$ cat config.mk
export PLATFORM = sky130hd
export DESIGN_NAME = sensor_filter_threshold_counter_core
export DESIGN_NICKNAME = d
export VERILOG_FILES = /design/src/hdl/sft_pkg.sv /design/src/hdl/sft_tap_cell.sv /design/src/hdl/sft_hit_cell.sv /design/src/hdl/sensor_filter_threshold_counter_core.sv
export SDC_FILE = /design/constraint.sdc
export NUM_CORES = 1
export LEC_CHECK = 0
export ABC_AREA = 1
export BUFFER_PORTS_ARGS = -buffer_cell sky130_fd_sc_hd__clkbuf_2
export CORE_ASPECT_RATIO = 1.4
export CORE_MARGIN = 10
export CORE_UTILIZATION = 45
export DETAILED_ROUTE_END_ITERATION = 12
export RECOVER_POWER = 25
export SLEW_MARGIN = 10
export SYNTH_ARGS = -nofsm -noshare
export SYNTH_HDL_FRONTEND = slang
export SYNTH_HIERARCHICAL = 1
export SYNTH_SLANG_ARGS = --single-unit
$ cat constraint.sdc
create_clock -name clk -period 8.7 [get_ports clk]
set_clock_uncertainty 0.05 [all_clocks]
set_input_delay 1.305 -clock clk [delete_from_list [all_inputs] [get_ports clk]]
set_output_delay 1.305 -clock clk [all_outputs]
set_load 0.005 [all_outputs]
$ cat src/hdl/sft_pkg.sv
// shared types and constants for the sensor filter threshold counter
`default_nettype none

package sft_pkg;

  localparam int SAMPLE_WIDTH = 16;
  localparam int COUNT_WIDTH  = 16;

  // sum of three samples and its magnitude
  localparam int SUM_W    = SAMPLE_WIDTH + 2;
  localparam int MAG_W    = SAMPLE_WIDTH + 1;
  // divide by three through a reciprocal multiply
  localparam int DIV_SHIFT = MAG_W + 2;
  localparam int RECIP_W   = DIV_SHIFT - 1;
  localparam int PROD_W    = MAG_W + RECIP_W;
  localparam logic [RECIP_W-1:0] DIV3_RECIP = RECIP_W'((64'd1 << DIV_SHIFT) / 64'd3);

  localparam int CFG_ADDR_W = 3;
  localparam int CFG_DATA_W = 32;
  localparam int MODE_W     = 2;

  localparam logic CFG_IDX_MODE = 1'b0;

  localparam logic [MODE_W-1:0] MODE_PASS   = 2'd0;
  localparam logic [MODE_W-1:0] MODE_MEAN   = 2'd1;
  localparam logic [MODE_W-1:0] MODE_MEDIAN = 2'd2;

  typedef logic signed [SAMPLE_WIDTH-1:0] sample_t;
  typedef logic signed [SUM_W-1:0]        sum_t;
  typedef logic [MAG_W-1:0]               mag_t;
  typedef logic [SAMPLE_WIDTH-1:0]        quo_t;
  typedef logic [PROD_W-1:0]              prod_t;
  typedef logic [COUNT_WIDTH-1:0]         count_t;

  typedef struct packed {
    sample_t wlo;
    sample_t whi;
    sample_t alo;
    sample_t ahi;
  } limits_t;

  typedef struct packed {
    logic load;
    logic restart;
  } hit_ctl_t;

endpackage

`default_nettype wire

$ cat src/hdl/sft_tap_cell.sv
// one history tap: holds a sample and hands it to the next tap on each shift
`default_nettype none

module sft_tap_cell (
  input  wire logic            clk,
  input  wire logic            rst_n,
  input  wire logic            shift_en,
  input  wire logic            clear,
  input  wire sft_pkg::sample_t d,
  output sft_pkg::sample_t     q
);
  import sft_pkg::*;

  sample_t data_r;
  sample_t data_nxt;

  always_comb begin
    data_nxt = data_r;
    if (shift_en) begin
      data_nxt = clear ? '0 : d;
    end
  end

  always_ff @(posedge clk) begin
    if (!rst_n) begin
      data_r <= '0;
    end else begin
      data_r <= data_nxt;
    end
  end

  assign q = data_r;

endmodule

`default_nettype wire

$ cat src/hdl/sft_hit_cell.sv
// one limit check: compare against a limit and keep a saturating hit count
`default_nettype none

module sft_hit_cell (
  input  wire logic              clk,
  input  wire logic              rst_n,
  input  wire sft_pkg::hit_ctl_t ctl,
  input  wire logic              high_sel,
  input  wire sft_pkg::sample_t  value,
  input  wire sft_pkg::sample_t  limit,
  output logic                   flag,
  output sft_pkg::count_t        count
);
  import sft_pkg::*;

  logic   flag_r;
  logic   flag_nxt;
  count_t count_r;
  count_t count_nxt;
  count_t base;

  always_comb begin
    flag_nxt  = high_sel ? (value >= limit) : (value <= limit);
    base      = ctl.restart ? '0 : count_r;
    count_nxt = base;
    if (flag_nxt && (base != '1)) begin
      count_nxt = base + 1'b1;
    end
  end

  always_ff @(posedge clk) begin
    if (ctl.load) begin
      flag_r <= flag_nxt;
    end
  end

  always_ff @(posedge clk) begin
    if (!rst_n) begin
      count_r <= '0;
    end else if (ctl.load) begin
      count_r <= count_nxt;
    end
  end

  assign flag  = flag_r;
  assign count = count_r;

endmodule

`default_nettype wire

$ cat src/hdl/sensor_filter_threshold_counter_core.sv
// top level: sample filter with limit flags and saturating hit counters
//
// Usage: one transaction on the input channel carries a signed sample, four
// limits and a last mark; each gives exactly one transaction on the output
// channel with the filtered value, four limit flags, four run counts and
// run_end. cfg register 0 selects pass, three-sample mean or median.
// Stages: stage 1 filter/sum, stage 2 reciprocal multiply for the mean,
// stage 3 quotient correction, output register limit compare and count.
// Throughput: one transaction per cycle with out_stall low; each stage has
// its own valid and moves on whenever the stage after it is empty or moving.
// History lives in a chain of two tap cells shifted at input accept; the
// four counters live in hit cells updated when a result enters the output
// register, and restart from zero for the first result after a last one.
// Reset: history, counters, mode and all valids go to zero, no output.
// Stall: out_stall holds the output register; the pipeline keeps filling
// behind it and raises in_stall only once the first stage cannot move.
`default_nettype none

module sensor_filter_threshold_counter_core (
  input  wire logic                                clk,
  input  wire logic                                rst_n,
  input  wire logic                                cfg_psel,
  input  wire logic                                cfg_penable,
  input  wire logic                                cfg_pwrite,
  input  wire logic [sft_pkg::CFG_ADDR_W-1:0]      cfg_paddr,
  input  wire logic [sft_pkg::CFG_DATA_W-1:0]      cfg_pwdata,
  output logic [sft_pkg::CFG_DATA_W-1:0]           cfg_prdata,
  output logic                                     cfg_pready,
  input  wire logic                                in_valid,
  output logic                                     in_stall,
  input  wire sft_pkg::sample_t                    in_sample,
  input  wire sft_pkg::sample_t                    in_warn_low,
  input  wire sft_pkg::sample_t                    in_warn_high,
  input  wire sft_pkg::sample_t                    in_alarm_low,
  input  wire sft_pkg::sample_t                    in_alarm_high,
  input  wire logic                                in_last,
  output logic                                     out_valid,
  input  wire logic                                out_stall,
  output sft_pkg::sample_t                         out_filtered_value,
  output logic                                     out_flag_warn_low,
  output logic                                     out_flag_warn_high,
  output logic                                     out_flag_alarm_low,
  output logic                                     out_flag_alarm_high,
  output sft_pkg::count_t                          out_count_warn_low,
  output sft_pkg::count_t                          out_count_warn_high,
  output sft_pkg::count_t                          out_count_alarm_low,
  output sft_pkg::count_t                          out_count_alarm_high,
  output logic                                     out_run_end
);
  import sft_pkg::*;

  logic [MODE_W-1:0] mode_r;

  logic v1_r, v2_r, v3_r, vo_r;
  logic rdy1, rdy2, rdy3, rdyo;
  logic adv1, adv2, adv3, advo;

  sample_t prev_one, prev_two;

  // stage 1
  sum_t    sum;
  sum_t    sum_abs;
  sample_t median;
  sample_t s1_byp_nxt;
  logic    s1_div_r;
  logic    s1_neg_r;
  mag_t    s1_mag_r;
  sample_t s1_byp_r;
  limits_t s1_lim_r;
  logic    s1_last_r;
  limits_t in_lim;

  // stage 2
  prod_t   prod;
  logic    s2_div_r;
  logic    s2_neg_r;
  mag_t    s2_mag_r;
  quo_t    s2_quo_r;
  sample_t s2_byp_r;
  limits_t s2_lim_r;
  logic    s2_last_r;

  // stage 3
  mag_t    times3;
  mag_t    rem;
  quo_t    quo;
  sample_t s3_val_nxt;
  sample_t s3_val_r;
  limits_t s3_lim_r;
  logic    s3_last_r;

  // output stage
  sample_t  out_val_r;
  logic     out_last_r;
  hit_ctl_t hit_ctl;

  // configuration
  assign cfg_pready = 1'b1;
  assign cfg_prdata = (cfg_paddr[CFG_ADDR_W-1] == CFG_IDX_MODE)
                      ? CFG_DATA_W'(mode_r) : '0;

  always_ff @(posedge clk) begin
    if (!rst_n) begin
      mode_r <= MODE_PASS;
    end else if (cfg_psel && cfg_penable && cfg_pwrite && cfg_pready &&
                 (cfg_paddr[CFG_ADDR_W-1] == CFG_IDX_MODE)) begin
      mode_r <= cfg_pwdata[MODE_W-1:0];
    end
  end

  // stage flow control
  assign rdyo = !vo_r || !out_stall;
  assign rdy3 = !v3_r || rdyo;
  assign rdy2 = !v2_r || rdy3;
  assign rdy1 = !v1_r || rdy2;
  assign adv1 = in_valid && rdy1;
  assign adv2 = v1_r && rdy2;
  assign adv3 = v2_r && rdy3;
  assign advo = v3_r && rdyo;
  assign in_stall = !rdy1;

  always_ff @(posedge clk) begin
    if (!rst_n) begin
      v1_r <= 1'b0;
      v2_r <= 1'b0;
      v3_r <= 1'b0;
      vo_r <= 1'b0;
    end else begin
      if (rdy1) begin
        v1_r <= in_valid;
      end
      if (rdy2) begin
        v2_r <= v1_r;
      end
      if (rdy3) begin
        v3_r <= v2_r;
      end
      if (rdyo) begin
        vo_r <= v3_r;
      end
    end
  end

  // history chain
  sft_tap_cell u_tap_one (
    .clk      (clk),
    .rst_n    (rst_n),
    .shift_en (adv1),
    .clear    (in_last),
    .d        (in_sample),
    .q        (prev_one)
  );

  sft_tap_cell u_tap_two (
    .clk      (clk),
    .rst_n    (rst_n),
    .shift_en (adv1),
    .clear    (in_last),
    .d        (prev_one),
    .q        (prev_two)
  );

  // stage 1: window sum and median
  assign in_lim = '{wlo: in_warn_low, whi: in_warn_high,
                    alo: in_alarm_low, ahi: in_alarm_high};

  always_comb begin
    sum     = SUM_W'(in_sample) + SUM_W'(prev_one) + SUM_W'(prev_two);
    sum_abs = sum[SUM_W-1] ? -sum : sum;
    if (in_sample >= prev_one) begin
      if (prev_one >= prev_two) begin
        median = prev_one;
      end else begin
        median = (in_sample >= prev_two) ? prev_two : in_sample;
      end
    end else begin
      if (in_sample >= prev_two) begin
        median = in_sample;
      end else begin
        median = (prev_one >= prev_two) ? prev_two : prev_one;
      end
    end
    unique case (mode_r)
      MODE_MEDIAN: s1_byp_nxt = median;
      default:     s1_byp_nxt = in_sample;
    endcase
  end

  always_ff @(posedge clk) begin
    if (adv1) begin
      s1_div_r  <= (mode_r == MODE_MEAN);
      s1_neg_r  <= sum[SUM_W-1];
      s1_mag_r  <= sum_abs[MAG_W-1:0];
      s1_byp_r  <= s1_byp_nxt;
      s1_lim_r  <= in_lim;
      s1_last_r <= in_last;
    end
  end

  // stage 2: reciprocal multiply
  assign prod = PROD_W'(s1_mag_r) * PROD_W'(DIV3_RECIP);

  always_ff @(posedge clk) begin
    if (adv2) begin
      s2_div_r  <= s1_div_r;
      s2_neg_r  <= s1_neg_r;
      s2_mag_r  <= s1_mag_r;
      s2_quo_r  <= prod[DIV_SHIFT +: SAMPLE_WIDTH];
      s2_byp_r  <= s1_byp_r;
      s2_lim_r  <= s1_lim_r;
      s2_last_r <= s1_last_r;
    end
  end

  // stage 3: quotient correction and sign
  always_comb begin
    times3 = (MAG_W'(s2_quo_r) << 1) + MAG_W'(s2_quo_r);
    rem    = s2_mag_r - times3;
    quo    = (rem >= MAG_W'(3)) ? s2_quo_r + 1'b1 : s2_quo_r;
    if (s2_div_r) begin
      s3_val_nxt = s2_neg_r ? -sample_t'(quo) : sample_t'(quo);
    end else begin
      s3_val_nxt = s2_byp_r;
    end
  end

  always_ff @(posedge clk) begin
    if (adv3) begin
      s3_val_r  <= s3_val_nxt;
      s3_lim_r  <= s2_lim_r;
      s3_last_r <= s2_last_r;
    end
  end

  // output stage: limit checks and counters
  assign hit_ctl.load    = advo;
  assign hit_ctl.restart = out_last_r;

  always_ff @(posedge clk) begin
    if (advo) begin
      out_val_r <= s3_val_r;
    end
  end

  always_ff @(posedge clk) begin
    if (!rst_n) begin
      out_last_r <= 1'b0;
    end else if (advo) begin
      out_last_r <= s3_last_r;
    end
  end

  sft_hit_cell u_hit_warn_low (
    .clk      (clk),
    .rst_n    (rst_n),
    .ctl      (hit_ctl),
    .high_sel (1'b0),
    .value    (s3_val_r),
    .limit    (s3_lim_r.wlo),
    .flag     (out_flag_warn_low),
    .count    (out_count_warn_low)
  );

  sft_hit_cell u_hit_warn_high (
    .clk      (clk),
    .rst_n    (rst_n),
    .ctl      (hit_ctl),
    .high_sel (1'b1),
    .value    (s3_val_r),
    .limit    (s3_lim_r.whi),
    .flag     (out_flag_warn_high),
    .count    (out_count_warn_high)
  );

  sft_hit_cell u_hit_alarm_low (
    .clk      (clk),
    .rst_n    (rst_n),
    .ctl      (hit_ctl),
    .high_sel (1'b0),
    .value    (s3_val_r),
    .limit    (s3_lim_r.alo),
    .flag     (out_flag_alarm_low),
    .count    (out_count_alarm_low)
  );

  sft_hit_cell u_hit_alarm_high (
    .clk      (clk),
    .rst_n    (rst_n),
    .ctl      (hit_ctl),
    .high_sel (1'b1),
    .value    (s3_val_r),
    .limit    (s3_lim_r.ahi),
    .flag     (out_flag_alarm_high),
    .count    (out_count_alarm_high)
  );

  assign out_valid          = vo_r;
  assign out_filtered_value = out_val_r;
  assign out_run_end        = out_last_r;

endmodule

`default_nettype wire

Word level (Yosys, flattened, before mapping)
Cells that the tools add are included.
- equal/unequal tests: 6
- add/subtract/negate cells: 11
- bitwise operators: 1
- mux-type cells: 21
- reductions and logical operators: 21
- $mul: 1
- order comparisons: 8
- operators with widths (cell ; number):
    two-way mux 16 bit ; 19
    adder 16 x 1 -> 16 bit, second input constant ; 5
    >= comparator 16 bit ; 5
    inequality test 16 bit, second input constant ; 4
    multiplier 17 x 17 -> 34 bit, second input constant ; 1
    less-or-equal comparator 16 bit ; 2
    adder 17 x 16 -> 18 bit ; 1
    adder 16 x 16 -> 17 bit ; 1
    adder 17 x 16 -> 17 bit ; 1
    >= comparator 17 x 2 -> 1 bit, second input constant ; 1
    two-way mux 17 bit ; 1
    negator 17 bit ; 1
    subtractor 17 bit ; 1
    negator 16 bit ; 1
    logical AND 1 bit ; 11
    logical NOT 1 bit ; 6
    logical OR 1 bit ; 4
    == test 2 x 1 -> 1 bit, second input constant ; 1
    == test 2 bit, second input constant ; 1
    two-way mux 2 bit ; 1
    inverter 1 bit ; 1
- bits in registers: 420
- word-level logic and storage cells: 111

Depth between registers and ports, before layout
Gate-level depths: netlist of run 1.
- word-level depth: 7
- mapped depth: 29

Modules after synthesis
Netlist of run 1, hierarchy kept.
- by module, submodules not included (module ; cells each ; instances ; area each (µm²)):
    sensor_filter_threshold_counter_core ; 2013 ; 1 ; 21206.6
    sft_hit_cell ; 265 ; 4 ; 1667.8
    sft_tap_cell ; 72 ; 2 ; 671.9

Least setup slack after synthesis of run 1
No wires, ideal clock.
- path type: input-to-reg
- from: input out_stall
- to: register s2_byp_r[0], enable pin
- library setup time: 0.595 ns
- setup slack: 1.636 ns
- stages on the path: 5
- data required time: 8.055 ns
- arrival time: 6.419 ns
- cells stage by stage: nand2_1 nor2_1 inv_1 nor2_1 nor2_1
- cells in the longest elaborated chain, start to end: 5
- ends and longest elaborated chain (element ; line ; source):
    from (decl) ; sensor_filter_threshold_counter_core.sv:38 ; input wire logic out_stall,
    logical NOT 1 bit ; sensor_filter_threshold_counter_core.sv:112 ; assign rdyo = !vo_r || !out_stall;
    logical OR 1 bit ; sensor_filter_threshold_counter_core.sv:112 ;
    logical OR 1 bit ; sensor_filter_threshold_counter_core.sv:113 ; assign rdy3 = !v3_r || rdyo;
    logical OR 1 bit ; sensor_filter_threshold_counter_core.sv:114 ; assign rdy2 = !v2_r || rdy3;
    logical AND 1 bit ; sensor_filter_threshold_counter_core.sv:117 ; assign adv2 = v1_r && rdy2;
    named net adv2 ; sensor_filter_threshold_counter_core.sv:56 ; logic adv1, adv2, adv3, advo;
    to (signal assigned) ; sensor_filter_threshold_counter_core.sv:209 ; s2_byp_r <= s1_byp_r;
    to (decl) ; sensor_filter_threshold_counter_core.sv:79 ; sample_t s2_byp_r;
The timed path passes the listed nets, and every way through them passes these cells.
A chain may end at the register's enable or synchronous reset.

Final worst setup path of run 1
- from: register s1_mag_r[6]
- to: register s2_quo_r[15], data pin
- cells in the longest elaborated chain, start to end: 1
- ends and longest elaborated chain (element ; line ; source):
    from (decl) ; sensor_filter_threshold_counter_core.sv:67 ; mag_t s1_mag_r;
    from (signal assigned) ; sensor_filter_threshold_counter_core.sv:193 ; s1_mag_r <= sum_abs[MAG_W-1:0];
    multiplier 17 x 17 -> 34 bit ; sensor_filter_threshold_counter_core.sv:201 ; assign prod = PROD_W'(s1_mag_r) * PROD_W'(DIV3_RECIP);
    named net prod[34] ; sensor_filter_threshold_counter_core.sv:74 ; prod_t prod;
    to (signal assigned) ; sensor_filter_threshold_counter_core.sv:208 ; s2_quo_r <= prod[DIV_SHIFT +: SAMPLE_WIDTH];
    to (decl) ; sensor_filter_threshold_counter_core.sv:78 ; quo_t s2_quo_r;
The timed path passes the listed nets, and every way through them passes these cells.

==> run metrics, run 1 <==
outcome=finished, final reports clean; DRT Pass-1 Iters=5; vias in the first global route=around 21k; Syn Std Cell Area=between 20000 and 30000 sq um; mux share of post-synthesis cell area=0%; Non-Filler Instances=4272; H-tree depth=2; largest family of logic cells by synthesized area=simple AND/OR/NAND/NOR gates; Routed WL=69600 um; Core Util, Final=50.2%; element type at the critical path end=register; number of hold violations in the final report=0; Placer Congestion=between 0.9 and 1; CTS sink cnt=420; RSZ-0062 raised after global routing=false; Skew-Pair Late Insertion Delay=0.58 ns; die width=235 um; Post-synth ARST share=0%; #FFs+latches synth=420; clock slew at reported path FFs=0.06 ns; Vias=21.5k; synth cell count leaders=nand2_1 (706), inv_1 (560), edfxtp_1 (317); largest net degree at the start of global routing=70; Worst VDD drop=between 0.4 and 0.5 mV; Die ar.=75700 sq um; max frequency=173 MHz; largest area contributor in the netlist=edfxtp_1; CP max FO=6; max cap viols=0; DR vias/cell=5.04; Clock Tree Root=clkbuf_16; XOR/XNOR Fraction of Synth Area=2.22%; worst r2r src=s1_mag_r[6]; syn_area_per_cell=~9 sq um; Synth area leaders=edfxtp_1 (33%), ha_1 (13%), nand2_1 (9.1%); first-pass GRT wire length=between 100000 and 150000 um; Synth Area in Compound Gates=under 10%; Power Density=~430 nW/um^2; Leak=15.0 nW; synth-to-layout area growth=10.5%; gr usage total=~18%; buffers and inverters on the worst path=4; DR WL/cell=16.3 um; # hold bufs at CTS=0; # IOs=243; initial core utilization=45.5%; share of cells above drive strength 1=12.4%; YS warnings=6; Startpoint Class=register; Die Span Y=322 um; critical path class=reg -> reg; # setup viols final=0; CP Cell Sequence=ha_1 -> inv_1 -> fa_1 -> inv_1 -> fa_1 -> fa_1 -> fa_1 -> inv_1 -> fa_1 -> inv_1 -> ha_1 -> a21oi_1 -> o21ai_0 -> a221oi_1 -> nand3_1 -> nand2_1 -> nand2_1 -> nand2_1 -> nand3_1 -> nand2_1 -> nand2_1; post-synthesis sequential area ratio=between 30 and 40%; final worst setup slack=2.93 ns; Worst Path Required=8.98 ns; Place WS=2.86 ns; synth unique cells=56; Post-DRT Antenna Nets=0; post_cts resized=0; post-synthesis cell count=about 3.2k; crit-path max cell delay=0.55 ns; diodes inserted=0; simple-gate portion of the synthesized area=22.3%; share of the synthesized area in the top cell type=32.6%; setup TNS=0 ns; Slowest-stage cell, CP=fa_1; Final HPWL DP=54600 um; Synth Flop Type=edfxtp_1; antenna violations before repair=3; Initial DRC Count=approximately 1.1k; GRT overflow=0; worst min-delay path startpoint=s2_lim_r[47]; adder-cell share of the synthesized area=21.3%; Residual DRC=0; Worst-Margin Slew=between 1 and 1.5 ns; relative slew slack=28.7%; # nets final=about 3.9k; max-slew violation count=0; Core Area=~64000 sq um; most frequent cell after synthesis=nand2_1; period utilization=66.3%; Num CTS Buffers=45; CTS tree=built; post-CTS setup buffers=0; Post-synth EDFFs=317; Crit path max-delay family=adder cells; CTS max path bufs=3; crit path launch=s1_mag_r[6]; I/O Buffers=~180; Row Count=110; Final Critical Period=5.77 ns; Placed Instances=4190; Worst EP arrival=6.05 ns; hold crit path type=reg -> reg
[cell type report]
type | count | area (sq um)
multi-input cells | 2161 | 15000
clock inverters | 29 | 325
well taps | 840 | 1050
clock buffers | 53 | 1160
fillers | 6061 | 32000
inverters | 577 | 2180
flip-flops and latches | 420 | 11600
repair buffers | 192 | 993
[worst paths after layout]
path | endpoint | depth (start not counted) | slack, ns
worst max-delay path | s2_quo_r[15] | 21 | 2.93
worst min-delay path | s3_lim_r[47] | 0 | 0.36
worst max register to register | s2_quo_r[15] | 21 | 2.93
worst min register to register | s3_lim_r[47] | 0 | 0.36
[worst register-to-register path, delay by kind of cell (launching register included)]
| family | cells | cell delay (ns) |
|---|---|---|
| flops | 1 | 0.54 |
| buf+inv | 4 | 0.23 |
| fa+ha+maj | 7 | 3.37 |
| compound gates | 3 | 0.71 |
| simple gates | 7 | 0.66 |
[per-layer routing]
metal  vias to the layer above  track usage, %  part of all wire (%)
li1                      10807               -                     -
met1                     10137            20.2                    40
met2                       450            34.3                    53
met3                       114            2.62                   4.2
met4                         4            6.41                   3.2
met5                         -               0                 0.039
[power by group]
part	internal [W]	total (W)	switching, W
clock network	0.00109	0.00193	0.000837
logic	0.00360	0.00916	0.00556
registers	0.00263	0.00279	0.000153
[cells in the final DEF (no fill, tap or decap), types with 9 or more instances in the layout]
cell type | netlist | routed
nand2_1 | 706 | 706
inv_1 | 560 | 559
edfxtp_1 | 317 | 317
ha_1 | 306 | 306
nand3_1 | 220 | 220
nor2_1 | 196 | 193
clkbuf_2 | 0 | 179
fa_1 | 120 | 120
a21oi_1 | 118 | 118
dfxtp_1 | 103 | 103
nand4_1 | 98 | 98
xor2_1 | 56 | 56
clkbuf_16 | 0 | 45
nand2_2 | 44 | 44
o21bai_1 | 40 | 40
conb_1 | 2 | 35
nor3_1 | 30 | 30
o21ai_0 | 23 | 23
a21oi_2 | 22 | 22
nor2_2 | 22 | 22
nor2_4 | 15 | 18
xnor2_1 | 18 | 18
inv_2 | 13 | 13
buf_4 | 33 | 13
nand3_2 | 11 | 11
nor3b_1 | 10 | 10
nand3_4 | 9 | 9
[flip-flops by register name, indices dropped and copies added (netlist names), 2 cells and up]
| name | count |
|---|---|
| s2_quo_r | 16 |
| s3_lim_r | 64 |
| mode_r | 2 |
| u_hit_alarm_high/count | 16 |
| s2_lim_r | 64 |
| u_hit_alarm_low/count | 16 |
| u_tap_two/q | 16 |
| s2_mag_r | 17 |
| s1_lim_r | 64 |
| s1_mag_r | 17 |
| u_hit_warn_low/count | 16 |
| s3_val_r | 16 |
| out_filtered_value | 16 |
| u_tap_one/q | 16 |
| u_hit_warn_high/count | 16 |
| s2_byp_r | 16 |
| s1_byp_r | 16 |
[through the flow]
stage | instance area [sq um] | power, W | hold slack (ns)
finish | 32300 | 0.0139 | 0.362
global route | 32300 | 0.0155 | 0.369
CTS | 32300 | 0.0141 | 0.359
detailed placement | 30800 | 0.0120 | 0.355
global placement | 30800 | 0.0120 | 0.350
floorplan | 29300 | 0.0100 | 0.350
[cells by family (layout without fill, tap and decap cells)]
logic type | after synthesis | after routing
flops | 420 | 420
buf+inv | 669 | 851
other cells | 2 | 35
fa+ha+maj | 426 | 426
xor+xnor | 74 | 74
simple gates | 1393 | 1393
compound gates | 233 | 233
Note: power is estimated with default switching activity, not from simulation.
==> run 2: changes to the inputs <==
--- a/config.mk
+++ b/config.mk
@@ -5,12 +5,13 @@
 export SDC_FILE = /design/constraint.sdc
 export NUM_CORES = 1
 export LEC_CHECK = 0
-export ABC_AREA = 1
+export ABC_AREA = 0
 export BUFFER_PORTS_ARGS = -buffer_cell sky130_fd_sc_hd__clkbuf_2
 export CORE_ASPECT_RATIO = 1.4
 export CORE_MARGIN = 10
 export CORE_UTILIZATION = 45
 export DETAILED_ROUTE_END_ITERATION = 12
+export PLACE_DENSITY = 0.66
 export RECOVER_POWER = 25
 export SLEW_MARGIN = 10
 export SYNTH_ARGS = -nofsm -noshare
==> constraint.sdc (replaced) <==
create_clock -name clk -period 4.9 [get_ports clk]
set_clock_uncertainty 0.05 [all_clocks]
set_input_delay 0.735 -clock clk [delete_from_list [all_inputs] [get_ports clk]]
set_output_delay 0.735 -clock clk [all_outputs]
set_load 0.005 [all_outputs]
==> run 2 against run 1 <==
Effect of this change: the run now ends with negative setup slack left; global-route usage rose by 1.5 points; total power rose by 100%; die area shrank 6.4%; critical path depth shrank 1; synthesized cell count decreased by 24%; routed wire length increased by 2.7%; cell area increased by 0.82%; setup slack got worse by 3.6 ns; sequential cell count unchanged; sequential power up 70%; synthesized area down 6.9%; utilization rose by 4.2 points.
==> run metrics, run 2 <==
Vias=19.8k; initial core utilization=45.5%; Leak=14.1 nW; Synth Flop Type=edfxtp_1; Post-DRT Antenna Nets=0; setup TNS=-6.08 ns; element type at the critical path end=register; Crit path max-delay family=adder cells; Combinational Power Share=70.6%; register area=11600 sq um; Post-synth ARST share=0%; total chip power=0.0281 W; Worst-Margin Slew=a little over 0.9 ns; Num CTS Buffers=44; failing checks=negative setup slack; critical path class=reg -> reg; vias in the first global route=20.7k; YS warnings=6; CTS tree=built; gr usage total=about a fifth; CTS sink cnt=420; DRT Pass-1 Iters=6; fill cell count=5183; area of the multi-input gates=14700 sq um; CTS max path bufs=3; max cap viols=0; DR WL/cell=19.5 um; # nets final=3368; synth cell count leaders=inv_1 (325), edfxtp_1 (317), ha_1 (306); max frequency=181 MHz; synth-to-layout area growth=19.6%; share of cells above drive strength 1=between 20 and 25%; buffers and inverters on the worst path=2; Switching Fraction=40.5%; post-synthesis sequential area ratio=42.6%; largest net degree at the start of global routing=117; # setup viols final=15; Worst Path Required=5.18 ns; number of hold violations in the final report=0; GRT overflow=0; antenna violations before repair=3; Routed WL=71500 um; P_sw=about 0.011 W; first-pass GRT wire length=111000 um; clock share of power=12.5%; biggest registers after layout=s1_lim_r (64), s2_lim_r (64), s3_lim_r (64); # IOs=roughly 240; outcome=finished with violations; Worst Hold Slack=0.269 ns; post-synthesis cell count=2448; Row Count=106; synth unique cells=87; die width=228 um; Slowest-stage cell, CP=fa_1; Syn Std Cell Area=approximately 27000 sq um; Placer Congestion=between 0.9 and 1; max-slew violation count=0; Final Critical Period=5.53 ns; CP max FO=3; Seq pwr share=16.9%; Clock Tree Root=clkbuf_16; Initial DRC Count=~1.3k; hold crit path type=in -> reg; #FFs+latches synth=420; final worst setup slack=-0.626 ns; Skew-Pair Late Insertion Delay=0.59 ns; CP Cell Sequence=ha_4 -> inv_2 -> fa_1 -> fa_1 -> fa_1 -> fa_1 -> fa_1 -> inv_2 -> ha_4 -> a21o_1 -> a21o_1 -> a21o_1 -> a21o_1 -> a21oi_2 -> a21oi_2 -> o21ai_2 -> o211ai_1 -> a31oi_1 -> o21bai_1 -> xnor2_1; Post-synth EDFFs=317; Worst VDD drop=1.24 mV; H-tree depth=2; most common cell after layout, fill and taps aside=edfxtp_1; largest area contributor in the netlist=edfxtp_1; Die Span Y=311 um; Internal Dissipation=0.0167 W; RSZ-0062 raised after global routing=true; Core Area=59800 sq um; relative slew slack=37.9%; cell mode on critical path=fa_1; period utilization=113%; syn_area_per_cell=around 11 sq um; DR vias/cell=5.40; Residual DRC=0; share of the synthesized area in the top cell type=a little over a third; Final HPWL DP=55500 um; Startpoint Class=register; most frequent cell after synthesis=inv_1; Power Density=roughly 860 nW/um^2; I/O Buffers=179; clock slew at reported path FFs=0.07 ns; crit-path max cell delay=0.53 ns; Synth area leaders=edfxtp_1 (35%), ha_1 (14%), fa_1 (8.8%); # hold bufs at CTS=0; Worst EP arrival=5.81 ns; Die ar.=70900 sq um; commonest cells after routing, fill and taps aside=edfxtp_1 (317), inv_1 (305), ha_1 (279)
-- run 2: cell count changes after synthesis, moves of 32 or more --
cell and change:
o21bai_1 -35, nand2_2 -44, inv_1 -235, a21oi_1 -43, nand3_1 -137, nand4_1 -44, xnor2_1 +46, mux2i_1 +32
nor2b_1 +40, nand2_1 -523, xor2_1 -38, and3_1 +51, nor2_1 -124
-- run 2: cell families (layout without fill, tap and decap cells) --
logic type | count (synthesis) | after routing | synth area share, %
other | 2 | 36 | 0.0276
multiplexers | 42 | 42 | 1.62
buffers and inverters | 415 | 789 | 6.54
AO/OA/AOI/OAI | 383 | 383 | 10.2
AND/OR/NAND/NOR | 678 | 678 | 13.5
flip-flops | 420 | 420 | 42.6
XOR/XNOR | 82 | 82 | 2.64
adder cells (fa/ha/maj) | 426 | 426 | 22.9
-- run 2: what timing repair did --
action	4_1_cts	5_1_grt
gates resized for setup	81	45
buffers inserted	34	21
pin swaps	50	33
setup endpoints to repair	25	26
-- run 2: final timing paths --
kind                       start      endpoint  slack, ns  depth (start not counted)
hold reg to reg     s2_lim_r[21]  s3_lim_r[21]       0.36                          0
setup reg to reg     s1_mag_r[4]  s2_quo_r[15]      -0.63                         20
hold / removal    in_warn_low[4]  s1_lim_r[52]       0.27                          1
setup / recovery     s1_mag_r[4]  s2_quo_r[15]      -0.63                         20
-- run 2: cell type report --
type | count | share of cell area, %
multi-input cells | 1646 | 45.2
flip-flops and latches | 420 | 35.6
repair buffers | 381 | 7.64
inverters | 326 | 3.76
clock buffers | 55 | 3.61
well taps | 810 | 3.11
clock inverters | 27 | 1.06
diodes | 1 | 0.00769
-- run 2: power by group through the flow --
stage                     clock (W)  sequential (W)  combinational [W]
after floorplan                   0         0.00482             0.0112
after global placement            0         0.00480             0.0162
after detailed placement          0         0.00481             0.0167
after CTS                   0.00359         0.00475             0.0188
after global routing        0.00373         0.00477             0.0220
final                       0.00350         0.00475             0.0199
-- run 2: through the flow --
stage	std cells	util [%]	setup WS [ns]	cell area, sq um
global placement	3540	50.3	-0.546	30100
global route	3665	54.4	-0.836	32500
CTS	3650	53.9	-0.635	32200
detailed placement	3540	50.3	-0.693	30100
floorplan	2481	-	-0.384	27500
finish	3666	54.4	-0.626	32500
-- run 2: routing by layer --
layer / wire, um / track usage (%) / up-vias
li1: - / - / 9451
met1: 26500 / 20.9 / 9600
met2: 37500 / 36.3 / 555
met3: 3660 / 3.56 / 188
met4: 3810 / 10.2 / 6
met5: 33 / 0 / -
